--- src/rtl/ucrr_pkg.sv ---
// Package for the endpoint-zero control request responder.
// Holds the word types, request codes, the descriptor table and its directory.
// No dependencies.
`timescale 1ns / 1ps

package ucrr_pkg;

    // Configuration of the device.
    localparam int EP0_PACKET_BYTES = 64;
    localparam int NUM_ENDPOINTS    = 4;
    localparam int FLUSH_TICKS      = 5;
    localparam int ROM_BYTES        = 256;

    localparam int MAX_RESULTS = 40;
    localparam int RES_W       = $clog2(MAX_RESULTS + 1);
    localparam int PKT_W       = $clog2(EP0_PACKET_BYTES);
    localparam int DIR_COUNT   = 9;
    localparam int DIR_IW      = $clog2(DIR_COUNT);
    localparam int DESC_BYTES  = 151;

    // Event codes on the input channel.
    localparam logic [1:0] OP_SETUP     = 2'd0;
    localparam logic [1:0] OP_BUS_RESET = 2'd1;
    localparam logic [1:0] OP_SOF       = 2'd2;
    localparam logic [1:0] OP_TX_BYTE   = 2'd3;

    // Standard request codes and selectors.
    localparam logic [7:0] REQ_GET_STATUS     = 8'd0;
    localparam logic [7:0] REQ_CLEAR_FEATURE  = 8'd1;
    localparam logic [7:0] REQ_SET_FEATURE    = 8'd3;
    localparam logic [7:0] REQ_SET_ADDRESS    = 8'd5;
    localparam logic [7:0] REQ_GET_DESCRIPTOR = 8'd6;
    localparam logic [7:0] REQ_GET_CONFIG     = 8'd8;
    localparam logic [7:0] REQ_SET_CONFIG     = 8'd9;
    localparam logic [15:0] FEAT_DEBUG_MODE   = 16'd6;

    localparam logic [7:0] RT_STD_DEVICE_OUT = 8'h00;
    localparam logic [7:0] RT_STD_ENDPT_OUT  = 8'h02;
    localparam logic [7:0] RT_STD_DEVICE_IN  = 8'h80;
    localparam logic [7:0] RT_STD_ENDPT_IN   = 8'h82;

    typedef enum logic [1:0] {
        K_DATA = 2'd0,
        K_ZLP  = 2'd1,
        K_STALL = 2'd2,
        K_NONE = 2'd3
    } t_kind;

    typedef enum logic [2:0] {
        S_IDLE,
        S_DECODE,
        S_SEARCH,
        S_DATA,
        S_ZLP,
        S_REPLY
    } t_state;

    typedef struct packed {
        logic [1:0]  op;
        logic [7:0]  request_type;
        logic [7:0]  request;
        logic [15:0] value;
        logic [15:0] index;
        logic [15:0] length;
    } t_in_item;

    typedef struct packed {
        t_kind       kind;
        logic [7:0]  data_byte;
        logic        last;
        logic [7:0]  configuration;
        logic [6:0]  device_address;
        logic        led;
        logic        flush;
    } t_out_item;

    typedef struct packed {
        logic [15:0] sel_value;
        logic [15:0] sel_index;
        logic [7:0]  offset;
        logic [7:0]  size;
    } t_dir_entry;

    localparam logic [7:0] EP0_B = 8'(EP0_PACKET_BYTES);

    localparam logic [7:0] DESC_ROM [0:DESC_BYTES-1] = '{
        // device descriptor
        8'h12, 8'h01, 8'h00, 8'h02, 8'hFF, 8'h00, 8'h00, EP0_B, 8'h25, 8'h05,
        8'h7A, 8'h12, 8'h01, 8'h01, 8'h01, 8'h02, 8'h03, 8'h01,
        // configuration, interface and two endpoints
        8'h09, 8'h02, 8'h20, 8'h00, 8'h01, 8'h01, 8'h00, 8'hA0, 8'h32,
        8'h09, 8'h04, 8'h00, 8'h00, 8'h02, 8'hFF, 8'h00, 8'h00, 8'h00,
        8'h07, 8'h05, 8'h03, 8'h02, 8'h20, 8'h00, 8'h00,
        8'h07, 8'h05, 8'h82, 8'h02, 8'h40, 8'h00, 8'h00,
        // other speed configuration
        8'h09, 8'h07, 8'h09, 8'h00, 8'h01, 8'h01, 8'h00, 8'hA0, 8'h32,
        // debug descriptor
        8'h04, 8'h0A, 8'h82, 8'h03,
        // device qualifier
        8'h0A, 8'h06, 8'h00, 8'h02, 8'hFF, 8'h00, 8'h00, EP0_B, 8'h01, 8'h00,
        // language list
        8'h04, 8'h03, 8'h09, 8'h04,
        // manufacturer string
        8'h1A, 8'h03, 8'h4D, 8'h00, 8'h61, 8'h00, 8'h6E, 8'h00, 8'h75, 8'h00,
        8'h66, 8'h00, 8'h61, 8'h00, 8'h63, 8'h00, 8'h74, 8'h00, 8'h75, 8'h00,
        8'h72, 8'h00, 8'h65, 8'h00, 8'h72, 8'h00,
        // product string
        8'h28, 8'h03, 8'h55, 8'h00, 8'h53, 8'h00, 8'h42, 8'h00, 8'h20, 8'h00,
        8'h32, 8'h00, 8'h2E, 8'h00, 8'h30, 8'h00, 8'h20, 8'h00, 8'h44, 8'h00,
        8'h65, 8'h00, 8'h62, 8'h00, 8'h75, 8'h00, 8'h67, 8'h00, 8'h20, 8'h00,
        8'h43, 8'h00, 8'h61, 8'h00, 8'h62, 8'h00, 8'h6C, 8'h00, 8'h65, 8'h00,
        // serial number string
        8'h08, 8'h03, 8'h30, 8'h00, 8'h30, 8'h00, 8'h32, 8'h00
    };

    localparam t_dir_entry DIR_TABLE [0:DIR_COUNT-1] = '{
        '{16'h0100, 16'h0000, 8'd0,   8'd18},
        '{16'h0200, 16'h0000, 8'd18,  8'd32},
        '{16'h0700, 16'h0000, 8'd50,  8'd9},
        '{16'h0A00, 16'h0000, 8'd59,  8'd4},
        '{16'h0600, 16'h0000, 8'd63,  8'd10},
        '{16'h0300, 16'h0000, 8'd73,  8'd4},
        '{16'h0301, 16'h0409, 8'd77,  8'd26},
        '{16'h0302, 16'h0409, 8'd103, 8'd40},
        '{16'h0303, 16'h0409, 8'd143, 8'd8}
    };

    // Bytes past the end of the table or of the ROM window read as zero.
    function automatic logic [7:0] rom_byte(input logic [7:0] addr);
        logic [7:0] b;
        b = 8'h00;
        if ((int'(addr) < DESC_BYTES) && (int'(addr) < ROM_BYTES)) begin
            b = DESC_ROM[addr];
        end
        return b;
    endfunction

endpackage

--- src/rtl/usb_control_request_responder.sv ---
// Top level of the endpoint-zero control request responder.
// Depends on ucrr_pkg for the word types, request codes and descriptor table.
`timescale 1ns / 1ps

// The block takes one event word on the input channel (i_in_valid, o_in_ready,
// i_in) and answers with one or more result words on the output channel
// (o_out_valid, i_out_ready, o_out). The last result of each event carries
// the last flag, and every result carries the device state as it stands
// after the event.
//
// Events are handled one at a time by a small sequencer. An accepted word is
// decoded in the cycle after acceptance. A bus reset, start-of-frame tick or
// transmit-byte note then gives its single result, which the reply state puts
// into the output register; the input stays blocked until that result is loaded.
// A descriptor request walks the nine-entry directory through one shared
// compare, one entry per cycle, and then streams the descriptor bytes one per
// cycle from the constant table while the output register has room; the
// longest answer is the 40-byte product string found at the eighth entry.
// The input is ready only while the sequencer is idle.
//
// All results go through a single output register. When the receiver stalls,
// the sequencer holds until the register drains, and no result is lost.
// Synchronous reset returns the address, configuration, halt bits, flush
// countdown and lamp to zero and leaves the block idle with no result pending.
module usb_control_request_responder (
    input  logic               i_clk,
    input  logic               i_rst_n,
    input  logic               i_in_valid,
    output logic               o_in_ready,
    input  ucrr_pkg::t_in_item i_in,
    output logic               o_out_valid,
    input  logic               i_out_ready,
    output ucrr_pkg::t_out_item o_out
);

    ucrr_pkg::t_state r_state, n_state;
    ucrr_pkg::t_in_item r_req;

    // Device state.
    logic [7:0]                         r_cfg, n_cfg;
    logic [6:0]                         r_addr, n_addr;
    logic [ucrr_pkg::NUM_ENDPOINTS-1:0] r_halt, n_halt;
    logic [2:0]                         r_fcnt, n_fcnt;
    logic                               r_lamp, n_lamp;
    logic                               r_flush, n_flush;

    // Sequencer working registers.
    logic [ucrr_pkg::DIR_IW-1:0] r_dir_idx, n_dir_idx;
    logic [7:0]                  r_pos, n_pos;
    logic [7:0]                  r_len, n_len;
    logic [ucrr_pkg::PKT_W-1:0]  r_pkt, n_pkt;
    logic [ucrr_pkg::RES_W-1:0]  r_sent, n_sent;
    ucrr_pkg::t_kind             r_rkind, n_rkind;
    logic [7:0]                  r_rbyte, n_rbyte;
    logic                        r_two, n_two;

    // Output register.
    ucrr_pkg::t_out_item r_out, n_out;
    logic                r_out_valid;

    logic                 w_accept;
    logic                 w_slot_free;
    logic                 w_load;
    logic                 w_is_search;
    ucrr_pkg::t_dir_entry w_dir;
    logic                 w_dir_hit;
    logic                 w_dir_end;
    logic [7:0]           w_len;
    logic [ucrr_pkg::PKT_W-1:0] w_pkt_next;
    logic [ucrr_pkg::RES_W-1:0] w_sent_next;
    logic                 w_final_byte;
    logic                 w_zlp;
    logic [6:0]           w_ep;
    logic                 w_ep_ok;
    logic                 w_halt_sel;
    logic [ucrr_pkg::NUM_ENDPOINTS-1:0] w_ep_mask;

    assign o_in_ready  = (r_state == ucrr_pkg::S_IDLE);
    assign w_accept    = i_in_valid && o_in_ready;
    assign w_slot_free = !r_out_valid || i_out_ready;
    assign o_out_valid = r_out_valid;
    assign o_out       = r_out;

    assign w_is_search = (r_req.op == ucrr_pkg::OP_SETUP)
                      && (r_req.request == ucrr_pkg::REQ_GET_DESCRIPTOR);

    // Shared directory compare: one entry per cycle.
    assign w_dir     = ucrr_pkg::DIR_TABLE[r_dir_idx];
    assign w_dir_hit = (w_dir.sel_value == r_req.value) && (w_dir.sel_index == r_req.index);
    assign w_dir_end = (r_dir_idx == ucrr_pkg::DIR_IW'(ucrr_pkg::DIR_COUNT - 1));
    assign w_len     = (r_req.length < {8'd0, w_dir.size}) ? r_req.length[7:0] : w_dir.size;

    // Packet position wraps at the endpoint-zero packet size; a transfer that
    // ends on a packet boundary gets a trailing zero-length packet unless the
    // result budget is used up.
    assign w_pkt_next   = (r_pkt == ucrr_pkg::PKT_W'(ucrr_pkg::EP0_PACKET_BYTES - 1))
                        ? '0 : r_pkt + 1'b1;
    assign w_sent_next  = r_sent + 1'b1;
    assign w_final_byte = (r_len == 8'd1);
    assign w_zlp        = (w_pkt_next == '0)
                       && (w_sent_next != ucrr_pkg::RES_W'(ucrr_pkg::MAX_RESULTS));

    // Endpoint number from wIndex and its halt bit.
    assign w_ep = r_req.index[6:0];
    always_comb begin
        w_ep_ok    = 1'b0;
        w_halt_sel = 1'b0;
        w_ep_mask  = '0;
        for (int e = 0; e < ucrr_pkg::NUM_ENDPOINTS; e++) begin
            if (w_ep == 7'(e + 1)) begin
                w_ep_ok      = 1'b1;
                w_halt_sel   = r_halt[e];
                w_ep_mask[e] = 1'b1;
            end
        end
    end

    assign w_load = w_slot_free && ((r_state == ucrr_pkg::S_DATA)
                                 || (r_state == ucrr_pkg::S_ZLP)
                                 || (r_state == ucrr_pkg::S_REPLY));

    // Next state.
    always_comb begin
        n_state = r_state;
        unique case (r_state)
            ucrr_pkg::S_IDLE: begin
                if (w_accept) begin
                    n_state = ucrr_pkg::S_DECODE;
                end
            end
            ucrr_pkg::S_DECODE: begin
                n_state = w_is_search ? ucrr_pkg::S_SEARCH : ucrr_pkg::S_REPLY;
            end
            ucrr_pkg::S_SEARCH: begin
                if (w_dir_hit) begin
                    n_state = (w_len == 8'd0) ? ucrr_pkg::S_ZLP : ucrr_pkg::S_DATA;
                end else if (w_dir_end) begin
                    n_state = ucrr_pkg::S_REPLY;
                end
            end
            ucrr_pkg::S_DATA: begin
                if (w_load && w_final_byte) begin
                    n_state = w_zlp ? ucrr_pkg::S_ZLP : ucrr_pkg::S_IDLE;
                end
            end
            ucrr_pkg::S_ZLP: begin
                if (w_load) begin
                    n_state = ucrr_pkg::S_IDLE;
                end
            end
            ucrr_pkg::S_REPLY: begin
                if (w_load && !r_two) begin
                    n_state = ucrr_pkg::S_IDLE;
                end
            end
            default: begin
                n_state = ucrr_pkg::S_IDLE;
            end
        endcase
    end

    // Datapath and result words.
    always_comb begin
        n_cfg     = r_cfg;
        n_addr    = r_addr;
        n_halt    = r_halt;
        n_fcnt    = r_fcnt;
        n_lamp    = r_lamp;
        n_flush   = r_flush;
        n_dir_idx = r_dir_idx;
        n_pos     = r_pos;
        n_len     = r_len;
        n_pkt     = r_pkt;
        n_sent    = r_sent;
        n_rkind   = r_rkind;
        n_rbyte   = r_rbyte;
        n_two     = r_two;

        n_out                = r_out;
        n_out.configuration  = r_cfg;
        n_out.device_address = r_addr;
        n_out.led            = r_lamp;
        n_out.flush          = r_flush;

        unique case (r_state)
            ucrr_pkg::S_IDLE: begin
                n_flush   = 1'b0;
                n_dir_idx = '0;
                n_sent    = '0;
                n_pkt     = '0;
            end
            ucrr_pkg::S_DECODE: begin
                n_rkind = ucrr_pkg::K_STALL;
                n_rbyte = 8'h00;
                n_two   = 1'b0;
                if (r_req.op == ucrr_pkg::OP_SETUP) begin
                    if (r_req.request == ucrr_pkg::REQ_GET_DESCRIPTOR) begin
                        // Directory search follows; a miss leaves the stall set.
                    end else if (r_req.request == ucrr_pkg::REQ_SET_ADDRESS) begin
                        n_addr  = r_req.value[6:0];
                        n_rkind = ucrr_pkg::K_ZLP;
                    end else if ((r_req.request == ucrr_pkg::REQ_SET_FEATURE)
                              && (r_req.request_type == ucrr_pkg::RT_STD_DEVICE_OUT)
                              && (r_req.value == ucrr_pkg::FEAT_DEBUG_MODE)) begin
                        n_cfg   = 8'd1;
                        n_lamp  = 1'b1;
                        n_halt  = '0;
                        n_rkind = ucrr_pkg::K_ZLP;
                    end else if ((r_req.request == ucrr_pkg::REQ_SET_CONFIG)
                              && (r_req.request_type == ucrr_pkg::RT_STD_DEVICE_OUT)) begin
                        n_cfg   = r_req.value[7:0];
                        n_halt  = '0;
                        n_rkind = ucrr_pkg::K_ZLP;
                    end else if ((r_req.request == ucrr_pkg::REQ_GET_CONFIG)
                              && (r_req.request_type == ucrr_pkg::RT_STD_DEVICE_IN)) begin
                        n_rkind = ucrr_pkg::K_DATA;
                        n_rbyte = r_cfg;
                    end else if (r_req.request == ucrr_pkg::REQ_GET_STATUS) begin
                        n_rkind = ucrr_pkg::K_DATA;
                        n_rbyte = {7'd0, (r_req.request_type == ucrr_pkg::RT_STD_ENDPT_IN)
                                         && w_halt_sel};
                        n_two   = 1'b1;
                    end else if (((r_req.request == ucrr_pkg::REQ_CLEAR_FEATURE)
                               || (r_req.request == ucrr_pkg::REQ_SET_FEATURE))
                              && (r_req.request_type == ucrr_pkg::RT_STD_ENDPT_OUT)
                              && (r_req.value == 16'd0) && w_ep_ok) begin
                        if (r_req.request == ucrr_pkg::REQ_SET_FEATURE) begin
                            n_halt = r_halt | w_ep_mask;
                        end else begin
                            n_halt = r_halt & ~w_ep_mask;
                        end
                        n_rkind = ucrr_pkg::K_ZLP;
                    end else if (r_req.index == 16'd0) begin
                        // Interface fallback answers with a single zero byte.
                        n_rkind = ucrr_pkg::K_DATA;
                    end
                end else begin
                    n_rkind = ucrr_pkg::K_NONE;
                    if (r_req.op == ucrr_pkg::OP_BUS_RESET) begin
                        n_cfg  = 8'd0;
                        n_addr = 7'd0;
                        n_lamp = 1'b0;
                        n_halt = '0;
                    end else if (r_req.op == ucrr_pkg::OP_SOF) begin
                        if ((r_cfg != 8'd0) && (r_fcnt != 3'd0)) begin
                            n_fcnt  = r_fcnt - 3'd1;
                            n_flush = (r_fcnt == 3'd1);
                        end
                    end else if (r_cfg != 8'd0) begin
                        n_fcnt = 3'(ucrr_pkg::FLUSH_TICKS);
                    end
                end
            end
            ucrr_pkg::S_SEARCH: begin
                n_dir_idx = r_dir_idx + 1'b1;
                n_pos     = w_dir.offset;
                n_len     = w_len;
            end
            ucrr_pkg::S_DATA: begin
                n_out.kind      = ucrr_pkg::K_DATA;
                n_out.data_byte = ucrr_pkg::rom_byte(r_pos);
                n_out.last      = w_final_byte && !w_zlp;
                if (w_load) begin
                    n_pos  = r_pos + 8'd1;
                    n_len  = r_len - 8'd1;
                    n_pkt  = w_pkt_next;
                    n_sent = w_sent_next;
                end
            end
            ucrr_pkg::S_ZLP: begin
                n_out.kind      = ucrr_pkg::K_ZLP;
                n_out.data_byte = 8'h00;
                n_out.last      = 1'b1;
            end
            ucrr_pkg::S_REPLY: begin
                n_out.kind      = r_rkind;
                n_out.data_byte = r_rbyte;
                n_out.last      = !r_two;
                if (w_load) begin
                    // The second status byte is always zero.
                    n_rkind = ucrr_pkg::K_DATA;
                    n_rbyte = 8'h00;
                    n_two   = 1'b0;
                end
            end
            default: begin
            end
        endcase
    end

    always_ff @(posedge i_clk) begin
        if (!i_rst_n) begin
            r_state     <= ucrr_pkg::S_IDLE;
            r_cfg       <= 8'd0;
            r_addr      <= 7'd0;
            r_halt      <= '0;
            r_fcnt      <= 3'd0;
            r_lamp      <= 1'b0;
            r_flush     <= 1'b0;
            r_out_valid <= 1'b0;
        end else begin
            r_state <= n_state;
            r_cfg   <= n_cfg;
            r_addr  <= n_addr;
            r_halt  <= n_halt;
            r_fcnt  <= n_fcnt;
            r_lamp  <= n_lamp;
            r_flush <= n_flush;
            if (w_load) begin
                r_out_valid <= 1'b1;
            end else if (i_out_ready) begin
                r_out_valid <= 1'b0;
            end
        end
    end

    always_ff @(posedge i_clk) begin
        if (w_accept) begin
            r_req <= i_in;
        end
        if (w_load) begin
            r_out <= n_out;
        end
        r_dir_idx <= n_dir_idx;
        r_pos     <= n_pos;
        r_len     <= n_len;
        r_pkt     <= n_pkt;
        r_sent    <= n_sent;
        r_rkind   <= n_rkind;
        r_rbyte   <= n_rbyte;
        r_two     <= n_two;
    end

    // The result budget of one event is never exceeded.
    a_budget: assert property (@(posedge i_clk) disable iff (!i_rst_n)
        (r_sent <= ucrr_pkg::RES_W'(ucrr_pkg::MAX_RESULTS)))
        else $error("result budget exceeded");

    // Loading a word flagged last returns the sequencer to idle.
    a_last_idle: assert property (@(posedge i_clk) disable iff (!i_rst_n)
        (w_load && n_out.last) |=> (r_state == ucrr_pkg::S_IDLE))
        else $error("sequencer busy after last result");

    // A flush pulse only rides on a no-response result.
    a_flush_kind: assert property (@(posedge i_clk) disable iff (!i_rst_n)
        (o_out_valid && o_out.flush) |-> (o_out.kind == ucrr_pkg::K_NONE))
        else $error("flush on a bus response");

    // Byte streaming never runs with nothing left to send.
    a_len_nonzero: assert property (@(posedge i_clk) disable iff (!i_rst_n)
        (r_state == ucrr_pkg::S_DATA) |-> (r_len != 8'd0))
        else $error("data state with zero length");

endmodule
--- config.mk ---
export PLATFORM = sky130hd
export DESIGN_NAME = usb_control_request_responder
export DESIGN_NICKNAME = d
export VERILOG_FILES = /design/src/rtl/ucrr_pkg.sv /design/src/rtl/usb_control_request_responder.sv
export SDC_FILE = /design/constraint.sdc
export NUM_CORES = 1
export LEC_CHECK = 0
export BUFFER_PORTS_ARGS = -buffer_cell sky130_fd_sc_hd__buf_2
export CAP_MARGIN = 20
export CORE_MARGIN = 2
export CORE_UTILIZATION = 55
export CTS_BUF_LIST = sky130_fd_sc_hd__clkbuf_8
export CTS_CLUSTER_DIAMETER = 50
export CTS_CLUSTER_SIZE = 12
export DETAILED_ROUTE_END_ITERATION = 12
export PLACE_DENSITY = 0.79
export SLEW_MARGIN = 10
export SYNTH_ARGS = -nofsm -noshare
export SYNTH_HDL_FRONTEND = slang
export SYNTH_SLANG_ARGS = --single-unit
--- constraint.sdc ---
create_clock -name i_clk -period 2.9 [get_ports i_clk]
set_input_delay 0.29 -clock i_clk [delete_from_list [all_inputs] [get_ports i_clk]]
set_output_delay 0.29 -clock i_clk [all_outputs]
set_load 0.005 [all_outputs]
==> metrics.md <==
| Metric | Value |
|---|---|
| Reg2reg end | r_state[1]$_SDFFE_PN0P_ |
| Starting Density | 0.567 |
| Final Cycle Share | 0.987 |
| Die X | 130 um |
| Hold crit path type | in -> reg |
| Critical Path Sink Type | register |
| Synth Cell Area | 8690 um^2 |
| Max-Slew Margin vs Limit | 0.496 |
| Crit path time final | 2.86 ns |
| Fillers | around 1100 |
| Syn Inst Count | 839 |
| H-tree levels | 4 |
| First-pass GRT wire length | 35000 um |
| Synth Warn # | 0 |
| # diodes | 0 |
| ANT nets after route | 0 |
| Worst hold stages | 3 |
| Largest net degree at the start of global routing | 36 |
| Tightest Pin Transition | about 0.76 ns |
| Top-area cell type share of the netlist area | 0.474 |
| Logic pwr share | 0.116 |
| DR vias | between 7000 and 8000 |
| Syn nets | 940 |
| Placeable Area | between 15000 and 20000 um^2 |
| Die H | 130 um |
| Area contributors post-synth | edfxtp_1, dfxtp_1, ha_1, nand2_1, nor2_1 |
| # rows | between 40 and 50 |
| Worst Hold Path EP | r_halt[3]$_SDFFE_PN0P_ |
| Initial antenna violation count | 1 |
| Layout cells sized above 1 | 0.212 |
| Hold Vio Cnt, Final | 0 |
| Run status | completed |
| Top cells by instance count after synthesis | edfxtp_1, nand2_1, nor2_1, a21oi_1, o21ai_0 |
| Placed Cells | roughly 1200 |
| Clk_lat worst skew | 0.47 ns |
| Sequential element share of the synthesized area | 0.538 |
| Dpl ws | 0.0622 ns |
| WL final | 22400 um |
| Root Driver | clkbuf_8 |
| Worst EP arrival | 3.23 ns |
| Clock-pin slew on the worst setup and hold paths | 0.10 ns |
| # setup viols final | 0 |
| Vias in the first global route | 7034 |
| Drt pass-1 iters | 5 |
| Routability-driven placement congestion ratio | 0.985 |
| Asr flop ratio synth | 0 |
| Area grow syn2layout | 25.4% |
| Drt drc | 0 |
| Hold WS | between 0.15 and 0.2 ns |
| Internal Power | around 3.8 mW |
| Ys flop type | edfxtp_1 |
| Critical path class | reg -> reg |
| Register bit total from synthesis | 165 |
| WL per Instance | 17.8 um |
| Synth unique cells | 73 |
| Synth Area per Inst | 10.4 um^2 |
| GRT overflow | 0 |
| Die area | 16800 um^2 |
| Worst vdd ir | roughly 0.43 mV |
| # port buffers | 99 |
| CTS sink count | roughly 170 |
| Post-synth EDFFs | 137 |
| Cells on worst reg2reg path | 11 |
| Max-slew violation count | 0 |
| Final non-filler cell total | 1258 |
| Vias per cell | around 5.9 |
| Clock buffer depth | 2 |
| Area leader, netlist | edfxtp_1 |
| Fraction of power spent switching nets | 0.255 |
| CP max FO | 4 |
| Leakage power | 4.10 nW |
| Net Sw Power | 1.30 mW |
| CP required | ~3.3 ns |
| Post-detail-place hpwl | about 14000 um |
| Max cap viols | 0 |
| I/O pin total | 100 |
| Seq pwr share | 0.551 |
| Global Route Usage Sum | 0.269 |
| HP Start | i_rst_n |
| Crit start category | register |
| TritonCTS Buffers | 17 |
| PwrDens | 467 nW/um^2 |
| Achievable Freq | around 0.35 GHz |
| CTS tree | yes |
| NumNets Final | 1135 |
| Flop2flop setup slack | 0.04 ns |
| Source of the worst register-to-register timing path | r_dir_idx[0]$_SDFFCE_PN0P_ |
| Setup ws final | 0.0381 ns |
| Initial DRC Count | between 800 and 900 |
| Skew final | 0.0226 ns |
| Most numerous cell in the Yosys netlist | edfxtp_1 |
| Share of total power in the clock network | 0.333 |
-- layer usage --
metal  vias to the layer above  track usage  wire, um
li1                       3517            -         -
met1                      3510        0.344      8990
met2                       364        0.453     11100
met3                        58       0.0562      1690
met4                         2       0.0999       599
met5                         -            0        15
-- final cells by class --
type	instances	area [um^2]	share of cell area
clock buffer	17	234	0.0215
clock inverter	15	168	0.0154
inverter	27	101	0.00930
multi-input combinational	602	3830	0.352
sequential	165	4670	0.429
tap	211	264	0.0242
timing repair buffer	221	1620	0.149
-- layout by cell type, fill, tap and decap left out, drive strengths merged, types with 5 or more instances in the layout --
cell,instances
buf,155
edfxtp,137
nand2,82
nor2,77
dlygate4sd3,66
a21oi,56
o21ai,48
ha,31
inv,31
nand3,28
dfxtp,28
nor3,26
and2,19
mux2i,17
clkbuf,17
nand2b,16
a31oi,14
xor2,12
nor4,12
nor2b,11
xnor2,10
or4,10
o211ai,9
or2,9
clkinv,9
nand4,8
a211oi,7
or3,7
and3,6
a21o,6
o21a,6
o22ai,5
a32oi,5
a22oi,5
-- worst max-delay path by stage --
stage / start / to / slack (ns) / cells past startpoint
floorplan: r_state[1]$_SDFFE_PN0P_ / r_req[0]$_DFFE_PP_ / 0.006 / 3
global placement: r_dir_idx[1]$_SDFFCE_PN0P_ / r_state[0]$_SDFFE_PN0P_ / 0.16 / 12
detailed placement: r_dir_idx[1]$_SDFFCE_PN0P_ / r_state[0]$_SDFFE_PN0P_ / 0.06 / 12
CTS: r_dir_idx[1]$_SDFFCE_PN0P_ / r_state[1]$_SDFFE_PN0P_ / 0.01 / 12
global route: r_dir_idx[0]$_SDFFCE_PN0P_ / r_state[1]$_SDFFE_PN0P_ / -0.05 / 11
finish: r_dir_idx[0]$_SDFFCE_PN0P_ / r_state[1]$_SDFFE_PN0P_ / 0.04 / 11
-- cell families (layout without fill, tap and decap cells) --
kind of cell / after synthesis / after routing / share of synthesized area
buf+inv: 72 / 280 / 0.0321
simple gates: 325 / 325 / 0.187
mux: 19 / 19 / 0.0222
flops: 165 / 165 / 0.538
xor+xnor: 22 / 22 / 0.0222
compound gates: 205 / 205 / 0.154
fa+ha+maj: 31 / 31 / 0.0446
-- worst max-delay path, stage by stage, from the launching register on --
cell      delay (ns)
edfxtp_1        0.49
inv_2           0.12
ha_4            0.18
or2_4           0.25
a21oi_2         0.17
ha_1            0.26
a21oi_1         0.14
o21ai_1         0.09
a41oi_2         0.22
mux2_4          0.36
or3_4           0.33
a31oi_1         0.15
-- timing repair --
| action | in CTS | in global routing |
|---|---|---|
| resized for setup | 0 | 19 |
| endpoints found under the hold margin | 65 | 1 |
| endpoints found under the setup margin | 0 | 5 |
| hold buffers | 65 | 1 |
| buffers inserted | 0 | 8 |
-- sequential cells by signal, summed over array words and instances (netlist names), 3 cells and up --
register and flops:
r_pos 8, r_addr 7, r_sent 6, r_pkt 6
r_rbyte 8, r_fcnt 3, r_halt 4, o_out 28
r_state 3, r_req 66, r_cfg 8, r_len 8
r_dir_idx 4
-- stage by stage --
| stage | total power [mW] | instance area, um^2 | setup TNS, ns | util |
|---|---|---|---|---|
| 2_1_floorplan | 3.11 | 8700 | 0 | - |
| 3_3_place_gp | 3.30 | 9680 | 0 | 0.632 |
| 3_5_place_dp | 3.31 | 9680 | 0 | 0.632 |
| 4_1_cts | 5.02 | 10700 | 0 | 0.701 |
| 5_1_grt | 5.25 | 10900 | -0.0784 | 0.711 |
| 6_report | 5.09 | 10900 | 0 | 0.711 |
-- power by group through the flow --
stage / clock network, mW / registers [mW] / logic, mW
2_1_floorplan: 0 / 2.83 / 0.284
4_1_cts: 1.69 / 2.79 / 0.540
6_report: 1.69 / 2.80 / 0.591
3_5_place_dp: 0 / 2.85 / 0.469
5_1_grt: 1.80 / 2.81 / 0.645
3_3_place_gp: 0 / 2.84 / 0.456
No activity file was read; power rests on OpenSTA's default activity.
